## src/rtl/core/apr_pkg.sv

```systemverilog
package apr_pkg;

	// payload store geometry
	localparam int PAYLOAD_DEPTH = 256;
	localparam int ADDR_W        = $clog2(PAYLOAD_DEPTH);
	localparam int WPOS_W        = $clog2(PAYLOAD_DEPTH) + 1;

	// frame bytes
	localparam logic [7:0] START_BYTE    = 8'h02;
	localparam logic [7:0] CMD_STORE     = 8'h00;
	localparam logic [7:0] CMD_APPLY     = 8'h02;
	localparam int         BYTES_PER_LED = 9;

	// configuration register indexes
	localparam logic CFG_DEVICE_ID    = 1'b0;
	localparam logic CFG_STRIP_LENGTH = 1'b1;

	// result event codes
	typedef enum logic [2:0] {
		EV_NONE        = 3'd0,
		EV_STORED      = 3'd1,
		EV_OTHER_ID    = 3'd2,
		EV_APPLY       = 3'd3,
		EV_APPLY_EMPTY = 3'd4,
		EV_CHK_ERR     = 3'd5,
		EV_OVERFLOW    = 3'd6
	} apr_event_t;

	// store write from the parser
	typedef struct packed {
		logic              en;
		logic [ADDR_W-1:0] addr;
		logic [7:0]        data;
	} apr_wr_t;

	// per-byte status from the parser
	typedef struct packed {
		apr_event_t ev;
		logic       payload_ok;
	} apr_stat_t;

endpackage

```

## src/rtl/core/apr_ram.sv

```systemverilog
module apr_ram #(
	parameter int WIDTH = 8,
	parameter int DEPTH = 256
) (
	input  logic                     clk,
	input  logic                     wr_en,
	input  logic [$clog2(DEPTH)-1:0] wr_addr,
	input  logic [WIDTH-1:0]         wr_data,
	input  logic                     rd_en,
	input  logic [$clog2(DEPTH)-1:0] rd_addr,
	output logic [WIDTH-1:0]         rd_data
);

	logic [WIDTH-1:0] mem [DEPTH];

	// write port
	always_ff @(posedge clk) begin
		if (wr_en) begin
			mem[wr_addr] <= wr_data;
		end
	end

	// registered read port, holds when not enabled
	always_ff @(posedge clk) begin
		if (rd_en) begin
			rd_data <= mem[rd_addr];
		end
	end

endmodule

```

## src/rtl/core/apr_parser.sv

```systemverilog
module apr_parser (
	input  logic              clk,
	input  logic              arst_n,
	input  logic              step_en,
	input  logic [7:0]        data_byte,
	input  logic [5:0]        device_id,
	input  logic [4:0]        strip_length,
	output apr_pkg::apr_wr_t   wr,
	output apr_pkg::apr_stat_t stat
);
	import apr_pkg::*;

	localparam logic [2:0] PH_STX  = 3'd0;
	localparam logic [2:0] PH_ID   = 3'd1;
	localparam logic [2:0] PH_CMD  = 3'd2;
	localparam logic [2:0] PH_DATA = 3'd3;
	localparam logic [2:0] PH_CHK  = 3'd4;

	localparam logic [WPOS_W-1:0] DEPTH_W = WPOS_W'(PAYLOAD_DEPTH);

	logic [2:0]        phase_q, phase_n;
	logic [7:0]        xor_q, xor_n;
	logic [7:0]        target_q, target_n;
	logic              apply_q, apply_n;
	logic [WPOS_W-1:0] wpos_q, wpos_n;
	logic [7:0]        cnt_q, cnt_n;
	logic              ok_q, ok_n;
	logic              match;
	logic [8:0]        cnt_inc;
	logic [8:0]        limit;
	apr_event_t        ev;

	assign match   = (target_q == {2'b00, device_id});
	assign cnt_inc = {1'b0, cnt_q} + 9'd1;
	// strip_length * 9 as shift and add
	assign limit   = {1'b0, strip_length, 3'b000} + {4'b0000, strip_length};

	// next state for one received byte
	always_comb begin
		phase_n   = phase_q;
		xor_n     = xor_q;
		target_n  = target_q;
		apply_n   = apply_q;
		wpos_n    = wpos_q;
		cnt_n     = cnt_q;
		ok_n      = ok_q;
		ev        = EV_NONE;
		wr.en     = 1'b0;
		wr.addr   = ADDR_W'(wpos_q);
		wr.data   = data_byte;
		unique case (phase_q)
			PH_ID: begin
				target_n = data_byte;
				xor_n    = xor_q ^ data_byte;
				phase_n  = PH_CMD;
			end
			PH_CMD: begin
				xor_n  = xor_q ^ data_byte;
				wpos_n = '0;
				if (data_byte == CMD_STORE) begin
					apply_n = 1'b0;
					phase_n = PH_DATA;
				end else if (data_byte == CMD_APPLY) begin
					apply_n = 1'b1;
					phase_n = PH_CHK;
				end else begin
					phase_n = PH_STX;
				end
			end
			PH_DATA: begin
				if (match) begin
					wr.en  = (wpos_q < DEPTH_W);
					wpos_n = wpos_q + WPOS_W'(1);
				end
				xor_n = xor_q ^ data_byte;
				cnt_n = cnt_inc[7:0];
				if (cnt_inc >= limit) begin
					phase_n = PH_CHK;
				end
				// overflow wins over the move to checksum
				if ((wpos_n >= DEPTH_W) || cnt_inc[8]) begin
					phase_n = PH_STX;
					ev      = EV_OVERFLOW;
				end
			end
			PH_CHK: begin
				if (xor_q != data_byte) begin
					ev = EV_CHK_ERR;
				end else if (!apply_q) begin
					if (match) begin
						ok_n = 1'b1;
						ev   = EV_STORED;
					end else begin
						ev = EV_OTHER_ID;
					end
				end else begin
					ev = ok_q ? EV_APPLY : EV_APPLY_EMPTY;
				end
				phase_n = PH_STX;
			end
			default: begin
				phase_n = PH_STX;
				if (data_byte == START_BYTE) begin
					xor_n   = '0;
					wpos_n  = '0;
					cnt_n   = '0;
					phase_n = PH_ID;
				end
			end
		endcase
		if (!step_en) begin
			wr.en = 1'b0;
		end
	end

	assign stat.ev         = step_en ? ev : EV_NONE;
	assign stat.payload_ok = step_en ? ok_n : ok_q;

	// advance parser state on each received byte
	always_ff @(posedge clk or negedge arst_n) begin
		if (!arst_n) begin
			phase_q  <= PH_STX;
			xor_q    <= '0;
			target_q <= '0;
			apply_q  <= 1'b0;
			wpos_q   <= '0;
			cnt_q    <= '0;
			ok_q     <= 1'b0;
		end else if (step_en) begin
			phase_q  <= phase_n;
			xor_q    <= xor_n;
			target_q <= target_n;
			apply_q  <= apply_n;
			wpos_q   <= wpos_n;
			cnt_q    <= cnt_n;
			ok_q     <= ok_n;
		end
	end

endmodule

```

## src/rtl/core/addressed_packet_receiver.sv

```systemverilog
// Channel   Dir  Signals                           Beat contents
// s_*       in   s_tvalid s_tready s_tdata s_tuser  one serial byte or one store read
// m_*       out  m_tvalid m_tready m_tdata m_tuser  event, read byte, payload flag
// cfg_*     in   cfg_valid cfg_ready cfg_index ...  device_id (0), strip_length (1)
//
// Every input beat gives one output beat; one beat per cycle is sustained unless
// m_tready stalls. The input register and the output register each hold one beat,
// and the payload store read is the output register stage of read beats.
// A stall on m_tready holds the whole pipe and drops s_tready in the same cycle.
// Reset clears the parser and the pipe valid bits; the payload store is not
// cleared and holds no data until written. cfg_ready is always high.
module addressed_packet_receiver (
	input  logic        clk,
	input  logic        arst_n,
	input  logic        s_tvalid,
	output logic        s_tready,
	input  logic [15:0] s_tdata,   // data_byte[7:0], read_index[15:8]
	input  logic [0:0]  s_tuser,   // func[0]
	output logic        m_tvalid,
	input  logic        m_tready,
	output logic [15:0] m_tdata,   // read_data[7:0], payload_valid[8], zero[15:9]
	output logic [2:0]  m_tuser,   // event_res[2:0]
	input  logic        cfg_valid,
	output logic        cfg_ready,
	input  logic [0:0]  cfg_index,
	input  logic [5:0]  cfg_data
);
	import apr_pkg::*;

	logic [5:0]  device_id_q;
	logic [4:0]  strip_length_q;

	logic        valid_s1;
	logic        func_s1;
	logic [7:0]  byte_s1;
	logic [7:0]  ridx_s1;

	logic        valid_s2;
	logic        rd_s2;
	apr_event_t  ev_s2;
	logic        pv_s2;

	logic        advance;
	logic        step_en;
	logic        in_range;
	logic        rd_en;
	logic [7:0]  ram_dout;
	apr_wr_t     wr;
	apr_stat_t   stat;

	assign cfg_ready = 1'b1;

	// configuration registers
	always_ff @(posedge clk or negedge arst_n) begin
		if (!arst_n) begin
			device_id_q    <= '0;
			strip_length_q <= 5'd5;
		end else if (cfg_valid) begin
			unique case (cfg_index[0])
				CFG_DEVICE_ID:    device_id_q    <= cfg_data;
				CFG_STRIP_LENGTH: strip_length_q <= cfg_data[4:0];
				default:          ;
			endcase
		end
	end

	// the pipe moves whenever the output register is free or drained
	assign advance  = !valid_s2 || m_tready;
	assign s_tready = advance;

	assign step_en  = advance && valid_s1 && !func_s1;
	assign in_range = (int'(ridx_s1) < PAYLOAD_DEPTH);
	assign rd_en    = advance && valid_s1 && func_s1 && in_range;

	// input register
	always_ff @(posedge clk or negedge arst_n) begin
		if (!arst_n) begin
			valid_s1 <= 1'b0;
		end else if (advance) begin
			valid_s1 <= s_tvalid;
		end
	end

	always_ff @(posedge clk) begin
		if (advance && s_tvalid) begin
			func_s1 <= s_tuser[0];
			byte_s1 <= s_tdata[7:0];
			ridx_s1 <= s_tdata[15:8];
		end
	end

	apr_parser u_parser (
		.clk          (clk),
		.arst_n       (arst_n),
		.step_en      (step_en),
		.data_byte    (byte_s1),
		.device_id    (device_id_q),
		.strip_length (strip_length_q),
		.wr           (wr),
		.stat         (stat)
	);

	apr_ram #(
		.WIDTH (8),
		.DEPTH (PAYLOAD_DEPTH)
	) u_store (
		.clk     (clk),
		.wr_en   (wr.en),
		.wr_addr (wr.addr),
		.wr_data (wr.data),
		.rd_en   (rd_en),
		.rd_addr (ADDR_W'(ridx_s1)),
		.rd_data (ram_dout)
	);

	// output register
	always_ff @(posedge clk or negedge arst_n) begin
		if (!arst_n) begin
			valid_s2 <= 1'b0;
		end else if (advance) begin
			valid_s2 <= valid_s1;
		end
	end

	always_ff @(posedge clk) begin
		if (advance && valid_s1) begin
			rd_s2 <= func_s1 && in_range;
			ev_s2 <= stat.ev;
			pv_s2 <= stat.payload_ok;
		end
	end

	assign m_tvalid = valid_s2;
	assign m_tuser  = ev_s2;
	assign m_tdata  = {7'b0000000, pv_s2, rd_s2 ? ram_dout : 8'h00};

endmodule

```

## config.mk

```make
export PLATFORM = sky130hd
export DESIGN_NAME = addressed_packet_receiver
export DESIGN_NICKNAME = d
export VERILOG_FILES = /design/src/rtl/core/apr_pkg.sv /design/src/rtl/core/apr_ram.sv /design/src/rtl/core/apr_parser.sv /design/src/rtl/core/addressed_packet_receiver.sv
export SDC_FILE = /design/constraint.sdc
export NUM_CORES = 2
export LEC_CHECK = 0
export BUFFER_PORTS_ARGS = -buffer_cell sky130_fd_sc_hd__buf_2
export CAP_MARGIN = 30
export CORE_MARGIN = 2
export CORE_UTILIZATION = 45
export CTS_BUF_LIST = sky130_fd_sc_hd__clkbuf_8
export CTS_CLUSTER_SIZE = 14
export DETAILED_ROUTE_END_ITERATION = 10
export GPL_TIMING_DRIVEN = 0
export SLEW_MARGIN = 20
export SYNTH_ARGS = -nofsm -noshare
export SYNTH_HDL_FRONTEND = slang
export SYNTH_SLANG_ARGS = --single-unit
```

## constraint.sdc

```tcl
create_clock -name clk -period 11.3 [get_ports clk]
set_input_delay 2.825 -clock clk [delete_from_list [all_inputs] [get_ports clk]]
set_output_delay 2.825 -clock clk [all_outputs]
set_load 0.01 [all_outputs]
```

# After elaboration in Yosys (flattened, before gate mapping)
# Memory sizes are Yosys's and may differ from the RTL's. A register that Yosys moved wholly into a read port is not among the register bits.
# Index checks and enable logic that the tools add are counted.
[op_classes] n_addsub=3 reduce_logical=24 n_eq_ne=8 bitwise=5 magnitude_cmp=3 muxes=32
[ops] cell="8-bit one-hot mux with 2 select lines" n=2
[ops] cell="9-bit two-way mux" n=3
[ops] cell="9-bit one-hot mux with 3 select lines" n=1
[ops] cell="3-bit two-way mux" n=8
[ops] cell="8-bit two-way mux" n=2
[ops] cell="1-bit two-way mux" n=13
[ops] cell="3-bit one-hot mux with 4 select lines" n=1
[ops] cell="3-bit AND reduction" n=4
[ops] cell="8-bit by 1-bit adder with 9-bit output (second input constant)" n=1
[ops] cell="8-bit by 5-bit adder with 9-bit output" n=1
[ops] cell="9-bit by 1-bit adder with 9-bit output (second input constant)" n=1
[ops] cell="9-bit greater-or-equal comparator" n=1
[ops] cell="9-bit greater-or-equal comparator (second input constant)" n=1
[ops] cell="9-bit less-than comparator (second input constant)" n=1
[ops] cell="8-bit by 2-bit == test with 1-bit output (second input constant)" n=1
[ops] cell="8-bit by 6-bit == test with 1-bit output" n=1
[ops] cell="8-bit logical NOT" n=1
[ops] cell="8-bit != test" n=1
[ops] cell="2-bit AND reduction" n=4
[ops] cell="8-bit bitwise XOR" n=1
[ops] cell="3-bit by 2-bit == test with 1-bit output (second input constant)" n=2
[ops] cell="3-bit one-hot mux with 2 select lines" n=1
[ops] cell="2-bit nonzero test" n=3
[ops] cell="3-bit OR reduction" n=2
[ops] cell="other kinds (10)" n=18
[totals] elab_cells=93 in_bits=29 register_bits=73 n_memories=1 ramBits=2048
[memory_table] name="u_store.mem" words=256 word_bits=8 read_ports=1 rd_ports_with_merged_regs=1 write_ports=1 line="apr_ram.sv:14" text="logic [WIDTH-1:0] mem [DEPTH];"

# Depth between registers and ports, before layout
[logic_depth] word_depth=7 mapped_depth=12

# Cells and area by module
# A second synthesis with hierarchy kept.
[unflattened] cells_unflattened=4098 hier_area_um2=83630.2
[modules_own_cells] module="apr_ram" instances=1 cells_each=3733 seq_area_each_um2=61739.2 area_each_um2=79636.4
[modules_own_cells] module="apr_parser" instances=1 cells_each=289 seq_area_each_um2=950.9 area_each_um2=2643.8
[modules_own_cells] module="addressed_packet_receiver" instances=1 cells_each=76 seq_area_each_um2=988.4 area_each_um2=1350.0

# Worst setup path after synthesis
# OpenSTA, ideal clock, no wires.
[synth_timing] path_kind="input to output" startpoint="input port m_tready" endpoint="output port s_tready" path_stages=1 n_path_buf=0 setup_slack_ns=5.431 t_arrival_ns=3.044 cell_sequence="nand2b_1"
[synth_via] elab_chain_len=1
[synth_lines] element="start, declared" line="addressed_packet_receiver.sv:20" text="input logic m_tready,"
[synth_lines] element="1-bit logical OR" line="addressed_packet_receiver.sv:68" text="assign advance = !valid_s2 || m_tready;"
[synth_lines] element="end, declared" line="addressed_packet_receiver.sv:16" text="output logic s_tready,"
# No other way between the ends.

# Worst setup path in the final report
# Same ends and word-level chain as after synthesis.

==> metrics.md <==
| Metric | Value |
|---|---|
| Worst-path fanout max | 6 |
| Setup Viol. Count Final | 0 |
| Hold slack | 501 ps |
| Worst-skew pair later-pin latency | 1110 ps |
| First-pass GRT wire length | 378000 um |
| Dpl cells | 6827 |
| Crit-path most repeated cell | buf_2 |
| WL/cell | 37.7 um |
| CTS tree | yes |
| Overall Power | 16.5 mW |
| Ys async rst share | 2.40% |
| Register bit total from synthesis | 2129 |
| Worst path max stage delay | 230 ps |
| Full die area | 190000 sq um |
| Placement Rows | 158 |
| Post-Route WL | 281000 um |
| Distinct cells, synth | 83 |
| Leading cell type in the layout, fill and taps excluded | edfxtp_1 |
| Final ANT Viol Nets | 0 |
| Die Y | 435 um |
| Iter 0 DRT Violations | 7947 |
| CP max stage cell | nand2b_1 |
| Setup TNS | 0 ps |
| Area Growth Syn to Fin | 14.5% |
| Critical path origin | m_tready |
| Number of hold violations in the final report | 0 |
| Crit path kind | in2out |
| Final min period | 6160 ps |
| Layout net count | 4770 |
| WP buf/inv | 2 |
| Crit path cell chain | buf_2, nand2b_1, buf_2 |
| Worst min path class | reg2reg |
| # fillers | 14800 |
| Arr. time, crit path | 3340 ps |
| Hold-fix buffers at CTS | 0 |
| PwrDens | 172 nW/um^2 |
| Largest net degree at the start of global routing | 52 |
| Leak Pwr | 31.1 nW |
| Multi-input gate area | 18400 sq um |
| Max-Cap Viols | 0 |
| Vias in the first global route | 45900 |
| CP Data Required Time | 8480 ps |
| Area leader, netlist | edfxtp_1 |
| Peak supply drop | 0.000143 V |
| Period utilization | 54.5% |
| Final core occ | 51.8% |
| Routability congestion estimate | 0.954 |
| First drt pass iteration count | 6 |
| Placement Setup Slack | 4420 ps |
| Register area | 63700 sq um |
| Slew Limit Fails | 0 |
| DIE WIDTH | 435 um |
| H-tree levels | 5 |
| Max clock buf depth | 4 |
| Mapped Avg Cell Area | 20.1 sq um |
| Slew margin rel. | 23.3% |
| Core area | 185000 sq um |
| Routed vias/inst | 6.32 |
| Most used DFF post-synth | edfxtp_1 |
| GRT Residual Overflow | 0 |
| Layout cells sized above 1 | 25.8% |
| Number of flops mapped to enable cells by yosys | 2078 |
| Area of placed instances | 89500 sq um |
| TritonCTS Buffers | 357 |
| Worst R2R Setup Slack | 5990 ps |
| Fin cells | 7463 |
| Fin area | 95900 sq um |
| DR vias | 47200 |
| Worst Setup Slack, final | 5140 ps |
| Initial antenna violation count | 15 |
| Status | complete, no violations |
| RSZ-0062 raised after global routing | false |
| Root buf cell | clkbuf_8 |
| DRC Markers | 0 |
| Dpl hpwl | 193000 um |
| Most frequent cells in the layout | edfxtp_1, mux4_2, clkbuf_8, nor2_1, mux2i_1 |
| Worst-path clk slew | 60 ps |
| Post-CTS setup buffer count | 0 |
| Least-Margin Pin Slew | 1150 ps |
| Crit end category | output pin |
| Starting Density | 45.2% |
| Worst r2r src | ridx_s1[1] |
| All-Layer GR Usage | 29.4% |
| Post-Syn Area | 83800 sq um |
| Crit start category | input pin |
| Clk sink count | 2129 |
| Top cell type's share of synthesized area | 74.5% |
| Max Clock Skew | 81.4 ps |
| Min-delay src | u_parser.xor_q[3] |
| Cells after Synth | 4160 |
| Max Freq | 162 MHz |
| Post_cts resized | 0 |
| Ports | 51 |
| Synth top area cells | edfxtp_1, mux4_2, mux2i_1, dfrtp_1, nor2_1 |
| Post-synthesis sequential area ratio | 76.0% |
| Ys Warns | 0 |
| IO Port Bufs | 42 |
| CP top delay family | buffers and inverters |
[cells by family after synthesis]
kind of cell,count (synthesis),synth area share (%)
XOR/XNOR,31,0.324
AO/OA/AOI/OAI,499,4.19
adder cells (fa/ha/maj),17,0.263
multiplexers,603,13.8
buffers and inverters,262,2.10
flip-flops,2129,76.0
AND/OR/NAND/NOR,617,3.32
other,2,0.00896
[cell usage after synthesis, types with 29 or more instances]
master,number
nor2b_1,30
mux4_2,427
edfxtp_1,2078
dfrtp_1,49
buf_4,32
o221ai_1,38
nand3_1,29
nand2_1,104
a21oi_1,100
a22oi_1,133
nor3_1,31
buf_2,58
nor2_1,325
clkbuf_1,96
o21ai_0,63
mux2i_1,138
mux2_2,30
[routing by layer]
metal | up-vias | track usage (%) | part of all wire [%]
li1 | 18300 | - | -
met1 | 24900 | 39.7 | 38
met2 | 3311 | 43.5 | 45
met3 | 637 | 8.72 | 12
met4 | 8 | 15.2 | 5.7
met5 | - | 0 | 0.020
[state kept, by name, summed over array words and instances (netlist names), 5 cells and up]
register,count
u_parser.cnt_q,8
u_store.mem,2048
byte_s1,8
u_parser.target_q,8
device_id_q,6
ridx_s1,8
u_parser.xor_q,8
u_parser.wpos_q,9
u_store.rd_data,8
strip_length_q,5
[report_power, final]
group | total, mW | switching (mW) | internal (mW)
Sequential | 8.79 | 0.0588 | 8.74
Clock | 6.25 | 3.08 | 3.18
Combinational | 1.42 | 0.948 | 0.475
Total | 16.5 | 4.08 | 12.4
[worst register-to-register path, stage by stage, from the launching register on]
cell      delay (ps)
edfxtp_1         320
buf_4            210
buf_4            330
buf_4            380
buf_2            600
buf_2            790
mux2i_1          320
o22ai_1          120
o21ai_0          570
nand2_1          140
o31ai_1          890
nor3_1           280
[path summary, 6_finish.rpt]
check | endpoint | cells past startpoint
setup / recovery | s_tready | 3
hold / removal | u_parser.xor_q[3] | 1
setup reg to reg | u_store.rd_data[4] | 11
hold reg to reg | u_parser.xor_q[3] | 1
max in group asynchronous | u_parser.xor_q[4] | 1
min in group asynchronous | strip_length_q[1] | 1
[final cells by class]
type | count | share of cell area [%]
antenna | 4 | 0.0104
timing repair buffer | 199 | 2.76
sequential | 2129 | 66.4
clock buffer | 368 | 5.28
buffer | 248 | 1.81
clock inverter | 246 | 1.23
inverter | 14 | 0.0548
multi-input combinational | 1775 | 19.2
tap | 2480 | 3.23
(Power assumes the default switching activity.)
